===== src/rtl/assert_macros.svh =====
// Assertion macros used by the cache datapath RTL.
`ifndef ASSERT_MACROS_SVH
`define ASSERT_MACROS_SVH
`ifndef SYNTHESIS
// Concurrent assertion, clocked on the rising edge and disabled during reset.
`define LKV_ASSERT(lbl, clk, rstn, prop) \
  lbl: assert property (@(posedge clk) disable iff (!rstn) prop) \
    else $error("assertion failed");
// Concurrent assertion that is also checked during reset.
`define LKV_ASSERT_ALWAYS(lbl, clk, prop) \
  lbl: assert property (@(posedge clk) prop) else $error("assertion failed");
`else
`define LKV_ASSERT(lbl, clk, rstn, prop)
`define LKV_ASSERT_ALWAYS(lbl, clk, prop)
`endif
`endif


===== src/rtl/lkv_pkg.sv =====
// Shared types and constants of the LRU key-value cache.
package lkv_pkg;

  localparam int unsigned DefaultEntries = 16;
  localparam int unsigned CapW = 5;
  localparam logic [CapW-1:0] CapResetVal = 5'd16;
  localparam logic [31:0] MissValue = 32'hFFFF_FFFF;

  localparam logic KindGet = 1'b0;
  localparam logic KindPut = 1'b1;

  typedef struct packed {
    logic               kind;
    logic signed [31:0] lookup_key;
    logic signed [31:0] store_value;
  } req_t;

  typedef struct packed {
    logic               found;
    logic signed [31:0] read_value;
  } rsp_t;

  typedef enum logic [1:0] {
    ST_IDLE,
    ST_SCAN,
    ST_DECIDE,
    ST_SWEEP
  } state_e;

  // Controller to datapath.
  typedef struct packed {
    logic load;
    logic scan;
    logic decide;
    logic sweep;
  } cmd_t;

  // Datapath to controller.
  typedef struct packed {
    logic pass_last;
    logic need_sweep;
  } status_t;

endpackage


===== src/rtl/lkv_ctrl.sv =====
// Controller state machine of the LRU key-value cache.
module lkv_ctrl
  import lkv_pkg::*;
(
  input  logic    clk_i,
  input  logic    rst_ni,
  input  logic    start,
  input  status_t status_i,
  output cmd_t    cmd_o,
  output logic    busy
);

  state_e state_q, state_d;

  always_comb begin
    state_d = state_q;
    unique case (state_q)
      ST_IDLE: begin
        if (start) state_d = ST_SCAN;
      end
      ST_SCAN: begin
        if (status_i.pass_last) state_d = ST_DECIDE;
      end
      ST_DECIDE: begin
        state_d = status_i.need_sweep ? ST_SWEEP : ST_IDLE;
      end
      ST_SWEEP: begin
        if (status_i.pass_last) state_d = ST_IDLE;
      end
      default: state_d = ST_IDLE;
    endcase
  end

  always_comb begin
    cmd_o = '0;
    busy  = 1'b1;
    unique case (state_q)
      ST_IDLE: begin
        busy       = 1'b0;
        cmd_o.load = start;
      end
      ST_SCAN:   cmd_o.scan   = 1'b1;
      ST_DECIDE: cmd_o.decide = 1'b1;
      ST_SWEEP:  cmd_o.sweep  = 1'b1;
      default:   busy = 1'b1;
    endcase
  end

  always_ff @(posedge clk_i or negedge rst_ni) begin
    if (!rst_ni) begin
      state_q <= ST_IDLE;
    end else begin
      state_q <= state_d;
    end
  end

endmodule


===== src/rtl/lkv_datapath.sv =====
// Datapath of the LRU key-value cache: slot memories, scan trackers and rank sweep.
`include "assert_macros.svh"
module lkv_datapath
  import lkv_pkg::*;
#(
  parameter int unsigned ENTRIES = DefaultEntries
) (
  input  logic            clk_i,
  input  logic            rst_ni,
  input  cmd_t            cmd_i,
  output status_t         status_o,
  input  req_t            req_i,
  input  logic            cfg_we_i,
  input  logic [CapW-1:0] cfg_wdata_i,
  output logic            result_valid_o,
  output rsp_t            rsp_o
);

  localparam int unsigned IdxW  = (ENTRIES > 1) ? $clog2(ENTRIES) : 1;
  localparam int unsigned RankW = IdxW;
  localparam int unsigned CntW  = $clog2(ENTRIES + 1);
  localparam int unsigned CmpW  = (CntW > CapW) ? CntW : CapW;
  localparam logic [IdxW-1:0] LastIdx = IdxW'(ENTRIES - 1);

  // Slot storage.
  logic [31:0]      key_mem  [ENTRIES];
  logic [31:0]      val_mem  [ENTRIES];
  logic [RankW-1:0] rank_mem [ENTRIES];
  logic [31:0]      key_rd_q, val_rd_q;
  logic [RankW-1:0] rank_rd_q;

  logic [ENTRIES-1:0] valid_q;
  logic [CntW-1:0]    occ_q;
  logic [CapW-1:0]    cap_q;

  // Pass sequencer: one read per cycle, data processed in the cycle after the read.
  logic [IdxW-1:0] step_q, pend_addr_q;
  logic            run_q, pend_q;

  req_t item_q;

  // Scan trackers.
  logic             hit_q, lru_any_q, free_any_q;
  logic [IdxW-1:0]  hit_slot_q, lru_slot_q, free_slot_q;
  logic [RankW-1:0] hit_rank_q, lru_rank_q;
  logic [31:0]      hit_val_q;

  // Sweep plan, settled at the decision step.
  logic [IdxW-1:0]  tgt_q, tgt_d;
  logic [RankW-1:0] thr_q, thr_d;
  logic             inc_all_q, inc_all_d;
  logic             write_kv_q, write_kv_d;
  logic             insert_d, need_sweep;

  logic             result_valid_q;
  rsp_t             rsp_q;

  logic [CmpW-1:0]  cap_ext, eff_cap;
  logic             full;

  logic             key_we, rank_we;
  logic [RankW-1:0] rank_wdata;
  logic             pend_valid;

  assign pend_valid = valid_q[pend_addr_q];

  always_comb begin
    cap_ext = CmpW'(cap_q);
    if (cap_ext == '0) begin
      eff_cap = CmpW'(1);
    end else if (cap_ext > CmpW'(ENTRIES)) begin
      eff_cap = CmpW'(ENTRIES);
    end else begin
      eff_cap = cap_ext;
    end
    full = (CmpW'(occ_q) >= eff_cap) && (occ_q != '0);
  end

  // Decision after the scan.
  always_comb begin
    tgt_d      = hit_slot_q;
    thr_d      = hit_rank_q;
    inc_all_d  = 1'b0;
    write_kv_d = 1'b0;
    insert_d   = 1'b0;
    need_sweep = hit_q;
    if (item_q.kind == KindPut) begin
      need_sweep = 1'b1;
      write_kv_d = 1'b1;
      if (!hit_q) begin
        if (full) begin
          tgt_d = lru_slot_q;
          thr_d = lru_rank_q;
        end else begin
          tgt_d     = free_slot_q;
          inc_all_d = 1'b1;
          insert_d  = 1'b1;
        end
      end
    end
  end

  assign status_o.pass_last  = pend_q && (pend_addr_q == LastIdx);
  assign status_o.need_sweep = need_sweep;

  // Sweep write decisions for the entry whose rank was just read.
  always_comb begin
    key_we     = 1'b0;
    rank_we    = 1'b0;
    rank_wdata = rank_rd_q + RankW'(1);
    if (cmd_i.sweep && pend_q) begin
      if (pend_addr_q == tgt_q) begin
        rank_we    = 1'b1;
        rank_wdata = '0;
        key_we     = write_kv_q;
      end else if (pend_valid && (inc_all_q || (rank_rd_q < thr_q))) begin
        rank_we = 1'b1;
      end
    end
  end

  always_ff @(posedge clk_i) begin
    key_rd_q  <= key_mem[step_q];
    val_rd_q  <= val_mem[step_q];
    rank_rd_q <= rank_mem[step_q];
    if (key_we) begin
      key_mem[pend_addr_q] <= item_q.lookup_key;
      val_mem[pend_addr_q] <= item_q.store_value;
    end
    if (rank_we) begin
      rank_mem[pend_addr_q] <= rank_wdata;
    end
  end

  always_ff @(posedge clk_i or negedge rst_ni) begin
    if (!rst_ni) begin
      valid_q        <= '0;
      occ_q          <= '0;
      cap_q          <= CapResetVal;
      run_q          <= 1'b0;
      pend_q         <= 1'b0;
      step_q         <= '0;
      pend_addr_q    <= '0;
      result_valid_q <= 1'b0;
    end else begin
      if (cfg_we_i) cap_q <= cfg_wdata_i;
      pend_q      <= run_q;
      pend_addr_q <= step_q;
      if (cmd_i.load || (cmd_i.decide && need_sweep)) begin
        run_q  <= 1'b1;
        step_q <= '0;
      end else if (run_q) begin
        step_q <= step_q + IdxW'(1);
        if (step_q == LastIdx) run_q <= 1'b0;
      end
      result_valid_q <= cmd_i.decide && (item_q.kind == KindGet);
      if (cmd_i.decide && insert_d) begin
        valid_q[free_slot_q] <= 1'b1;
        occ_q                <= occ_q + CntW'(1);
      end
    end
  end

  // Payload registers.
  always_ff @(posedge clk_i) begin
    if (cmd_i.load) begin
      item_q     <= req_i;
      hit_q      <= 1'b0;
      lru_any_q  <= 1'b0;
      free_any_q <= 1'b0;
    end else if (cmd_i.scan && pend_q) begin
      if (pend_valid && (key_rd_q == item_q.lookup_key)) begin
        hit_q      <= 1'b1;
        hit_slot_q <= pend_addr_q;
        hit_rank_q <= rank_rd_q;
        hit_val_q  <= val_rd_q;
      end
      if (pend_valid && (!lru_any_q || (rank_rd_q > lru_rank_q))) begin
        lru_any_q  <= 1'b1;
        lru_slot_q <= pend_addr_q;
        lru_rank_q <= rank_rd_q;
      end
      if (!pend_valid && !free_any_q) begin
        free_any_q  <= 1'b1;
        free_slot_q <= pend_addr_q;
      end
    end
    if (cmd_i.decide) begin
      tgt_q            <= tgt_d;
      thr_q            <= thr_d;
      inc_all_q        <= inc_all_d;
      write_kv_q       <= write_kv_d;
      rsp_q.found      <= hit_q;
      rsp_q.read_value <= hit_q ? hit_val_q : MissValue;
    end
  end

  assign result_valid_o = result_valid_q;
  assign rsp_o          = rsp_q;

  `LKV_ASSERT(a_occ_matches_valid, clk_i, rst_ni, $countones(valid_q) == occ_q)
  `LKV_ASSERT(a_result_after_decide, clk_i, rst_ni, result_valid_q |-> $past(cmd_i.decide))
  `LKV_ASSERT(a_pend_follows_read, clk_i, rst_ni, pend_q |-> $past(run_q))
  `LKV_ASSERT(a_insert_has_room, clk_i, rst_ni,
              (cmd_i.decide && insert_d) |-> (free_any_q && !valid_q[free_slot_q]))

endmodule


===== src/rtl/lru_key_value_cache_core.sv =====
// Top level of the fully associative LRU key-value cache.
//
// Usage: present a request word on req_i and raise start; it is taken at a
// rising edge where start is high and busy is low. A get (kind 0) looks up
// lookup_key and returns one response word on rsp_o, marked by result_valid_o
// for exactly one cycle: found is 1 with the stored value on a hit, or 0 with
// all ones on a miss. A put (kind 1) updates or inserts the key and returns
// no word; a new key takes the lowest free slot or replaces the least recent
// entry once the occupancy reaches the configured capacity.
// Sequence: each request first scans all ENTRIES slots, one memory read per
// cycle, then takes a decision step; the get response appears in the cycle
// after that. Hits and puts then run a second pass over the rank memory to
// age entries, with a read-modify-write of each rank. Reset clears all valid
// bits and the occupancy at once, and sets the capacity register to 16; no
// clearing pass is needed. The capacity register is written through
// cfg_we_i/cfg_wdata_i; the user must write it only while the block is
// idle, which the block itself does not enforce.
// The receiver cannot stall: each response word must be taken as it appears.
module lru_key_value_cache_core
  import lkv_pkg::*;
#(
  parameter int unsigned ENTRIES = DefaultEntries
) (
  input  logic            clk_i,
  input  logic            rst_ni,
  input  logic            start,
  output logic            busy,
  input  req_t            req_i,
  input  logic            cfg_we_i,
  input  logic [CapW-1:0] cfg_wdata_i,
  output logic            result_valid_o,
  output rsp_t            rsp_o
);

  // The controller sequences scan, decision and sweep; the datapath holds
  // the slot memories and the valid bits and does the comparisons.
  cmd_t    cmd;
  status_t status;

  lkv_ctrl u_ctrl (
    .clk_i    (clk_i),
    .rst_ni   (rst_ni),
    .start    (start),
    .status_i (status),
    .cmd_o    (cmd),
    .busy     (busy)
  );

  lkv_datapath #(
    .ENTRIES (ENTRIES)
  ) u_datapath (
    .clk_i          (clk_i),
    .rst_ni         (rst_ni),
    .cmd_i          (cmd),
    .status_o       (status),
    .req_i          (req_i),
    .cfg_we_i       (cfg_we_i),
    .cfg_wdata_i    (cfg_wdata_i),
    .result_valid_o (result_valid_o),
    .rsp_o          (rsp_o)
  );

endmodule

===== config.mk =====
export PLATFORM = sky130hd
export DESIGN_NAME = lru_key_value_cache_core
export DESIGN_NICKNAME = d
export VERILOG_FILES = /design/src/rtl/lkv_pkg.sv /design/src/rtl/lkv_ctrl.sv /design/src/rtl/lkv_datapath.sv /design/src/rtl/lru_key_value_cache_core.sv
export VERILOG_INCLUDE_DIRS = /design/src /design/src/rtl
export SDC_FILE = /design/constraint.sdc
export NUM_CORES = 1
export LEC_CHECK = 0
export BUFFER_PORTS_ARGS = -buffer_cell sky130_fd_sc_hd__buf_2
export CAP_MARGIN = 20
export CORE_MARGIN = 2
export CORE_UTILIZATION = 55
export CTS_CLUSTER_DIAMETER = 40
export CTS_CLUSTER_SIZE = 40
export DETAILED_ROUTE_END_ITERATION = 7
export GPL_TIMING_DRIVEN = 0
export PLACE_DENSITY = 0.72
export SYNTH_ARGS = -nofsm -noshare
export SYNTH_HDL_FRONTEND = slang
export SYNTH_SLANG_ARGS = --single-unit

===== constraint.sdc =====
create_clock -name clk_i -period 4.5 [get_ports clk_i]
set_input_delay 0.45 -clock clk_i [delete_from_list [all_inputs] [get_ports clk_i]]
set_output_delay 0.45 -clock clk_i [all_outputs]
set_load 0.01 [all_outputs]

==> flow_summary.json <==
{
  "status": "complete, no violations",
  "remaining_drc_errors": 0,
  "fmax_mhz": 263,
  "initial_core_util_pct": 55.6,
  "grt_antenna_before_repair": 1,
  "hold_start": "cfg_we_i",
  "h-tree-depth": 4,
  "max-slew-margin-rel_pct": 24.1,
  "ys_seq_area_share_pct": 79.4,
  "synthArstFlopShare_pct": 2.87,
  "synth_area_per_cell_um2": 23.9,
  "clock_path_buffers": 3,
  "tightest_slew_ns": 1.14,
  "ys_seq_elements": 1358,
  "netlist_instances": 2101,
  "grt_pass1_wl_um": 168000,
  "r2r_end": "u_datapath.key_mem[10][14]",
  "final_cell_mix": "edfxtp_1, mux4_2, clkbuf_16",
  "num-nets-final": 2582,
  "ys.flop_type": "edfxtp_1",
  "synth_fa_ha_area_share_pct": 0.399,
  "grt_max_degree": 40,
  "synth.area.top_cells": "edfxtp_1, mux4_2, dfxtp_1",
  "total_power_mw": 35.4,
  "maxSlewViolCount": 0,
  "vias_per_cell": 6.27,
  "grt_overflow": 0,
  "die_h_um": 306,
  "synth_top_cell_by_area": "edfxtp_1",
  "drtIter0Drc": 3607,
  "drv_cap": 0,
  "synth_xor_area_share_pct": 0.785,
  "area_growth_pct": 18.0,
  "timing.hold.ws_ns": 0.0777,
  "yosys_warnings": 0,
  "synth_cell_types": 53,
  "path_max_fanout": 17,
  "place_area_mm2": 0.0535,
  "gp_congestion": 0.780,
  "die_x_um": 306,
  "grt_pass1_vias": 24600,
  "track_usage_pct": 25.3,
  "postLayoutSetupSlackWorst_ns": 0.698,
  "synth_top_family_by_area": "multiplexers",
  "worstSkewPairLatency_ns": 0.75,
  "timing.setup.tns_ns": 0,
  "worstPathRequired_ns": 4.95,
  "dieArea_mm2": 0.0937,
  "synth-compound-area-share_pct": 0.760,
  "rsz0062_at_grt": "false",
  "leakage_nw": 19.0,
  "crit_type": "reg2reg",
  "cts_tree": "yes",
  "synth_area_mm2": 0.0502,
  "synthesis.nets": 2191,
  "antenna-diode-count": 0,
  "first_pass_iters": 6,
  "synthMuxAreaShare_pct": 15.7,
  "numPortBuffers": 108,
  "whs_path_depth": 2,
  "arrival_ns": 4.25,
  "fp-row-count": 110,
  "final_hold_viol_count": 0,
  "core_area_mm2": 0.0903,
  "postLayoutCellArea_mm2": 0.0592,
  "min_to": "u_datapath.cap_ext[3]",
  "dp_hpwl_um": 68500,
  "end_kind": "flop",
  "r2r_setup_slack_ns": 0.70,
  "boundaryPins": 109,
  "hold_path.class": "in2reg",
  "power.density_mw_per_mm2": 598,
  "fin_crit_sh_pct": 84.5,
  "netlist.area_leader.share_pct": 74.6,
  "cts-root-buf": "clkbuf_16",
  "vias": 23800,
  "yosys.area_share.simple_pct": 1.74,
  "wl_per_cell_um": 30.6,
  "clk_pin_slew_ns": 0.06,
  "critPathLaunchType": "flop",
  "ir_worst_vdd_mv": 0.348,
  "cts_buffers": 145,
  "skew_ns": 0.0301,
  "cts_sinks": 1358,
  "setup_viol": 0,
  "synth-edff-count": 1248,
  "fin_crit_ns": 3.80,
  "drt_wl_total_um": 116000,
  "final_common_cell": "edfxtp_1",
  "fillerInstances": 5587,
  "regToRegStartpoint": "u_datapath.pend_addr_q[3]",
  "postRouteAntennaNets": 0,
  "ff2ff_path_depth": 8,
  "place_ws_ns": 0.737,
  "drive_gt1_share_pct": 32.5
}
## cell type report
type	instances	area, um^2	share of cell area [%]
Tap cell	1176	1470	2.48
Timing Repair Buffer	244	2530	4.27
Clock buffer	161	3790	6.40
Sequential cell	1358	39900	67.3
Inverter	17	66.3	0.112
Buffer	92	544	0.919
Multi-Input combinational cell	634	9840	16.6
Clock inverter	109	1120	1.89
## how the worst max path moves through the flow
stage	from	end	slack, ns	depth (start not counted)
after floorplan	u_datapath.pend_addr_q[3]	u_datapath.key_mem[10][0]	-0.22	6
after global placement	u_datapath.pend_addr_q[3]	u_datapath.val_mem[10][11]	-4.45	6
after detailed placement	u_datapath.item_q[59]	u_datapath.hit_val_q[2]	0.74	5
after CTS	u_datapath.pend_addr_q[3]	u_datapath.key_mem[10][16]	0.73	8
after global routing	u_datapath.pend_addr_q[3]	u_datapath.key_mem[10][16]	0.44	8
final	u_datapath.pend_addr_q[3]	u_datapath.key_mem[10][14]	0.70	8
## sequential cells by signal, indices dropped and copies added (netlist names), 16 cells and up
name,count
u_datapath.item_q,65
u_datapath.rsp_o,33
u_datapath.key_mem,512
u_datapath.key_rd_q,32
u_datapath.hit_val_q,32
u_datapath.rank_mem,64
u_datapath.val_rd_q,32
u_datapath.valid_q,16
u_datapath.val_mem,512
## where the power goes
group	total [mW]	switching, mW	internal [mW]
Combinational	7.89	4.03	3.86
Clock	12.0	5.30	6.74
Sequential	15.5	0.622	14.9
Total	35.4	9.96	25.5
## cells by family after synthesis
group	after synthesis
AO/OA/AOI/OAI	50
multiplexers	360
flip-flops	1358
XOR/XNOR	45
adder cells (fa/ha/maj)	16
AND/OR/NAND/NOR	163
buffers and inverters	109
## per-stage QoR
step | utilization, % | std cells
detailed placement | 59.3 | 3439
global placement | 57.8 | 3385
floorplan | - | 2101
global route | 65.6 | 3791
finish | 65.6 | 3791
CTS | 65.5 | 3782
## layer usage
metal	GRT usage [%]	wire length (um)	vias up
met5	0	0	-
met4	8.05	3110	0
met3	5.23	10600	209
met2	40.6	57000	1330
met1	35.6	45300	12600
li1	-	-	9667
## cell usage after synthesis (5+ instances only)
library cell,n
clkbuf_1,48
dfxtp_1,71
buf_4,10
buf_6,20
a31o_2,10
nand2_1,20
nand3_1,7
mux2i_1,10
mux2_2,10
o21ai_0,8
dfrtp_1,38
nor2b_1,14
nand2b_1,37
nand4_1,13
nor4_1,7
edfxtp_1,1248
inv_1,17
nor2_1,40
buf_1,5
nor3_1,9
buf_2,8
ha_1,16
a21oi_1,10
xnor2_1,40
a41o_1,6
xor2_1,5
mux4_2,340
## worst max-delay path: stages, from the launching register on
cell and delay [ns]:
dfrtp_1 0.47, buf_2 0.29, xor2_1 0.09, nor4_1 0.55, buf_2 0.33, nand4b_1 0.42, nor2_4 0.84, buf_12 0.29
buf_16 0.18
## what timing repair did
action | 4_1_cts | 5_1_grt
hold buffers | 73 | 0
resized for setup | 0 | 0
setup buffers | 0 | 0
endpoints found under the hold margin | 108 | 0
setup endpoints to repair | 0 | 0
Note: power is estimated with default switching activity, not from simulation.
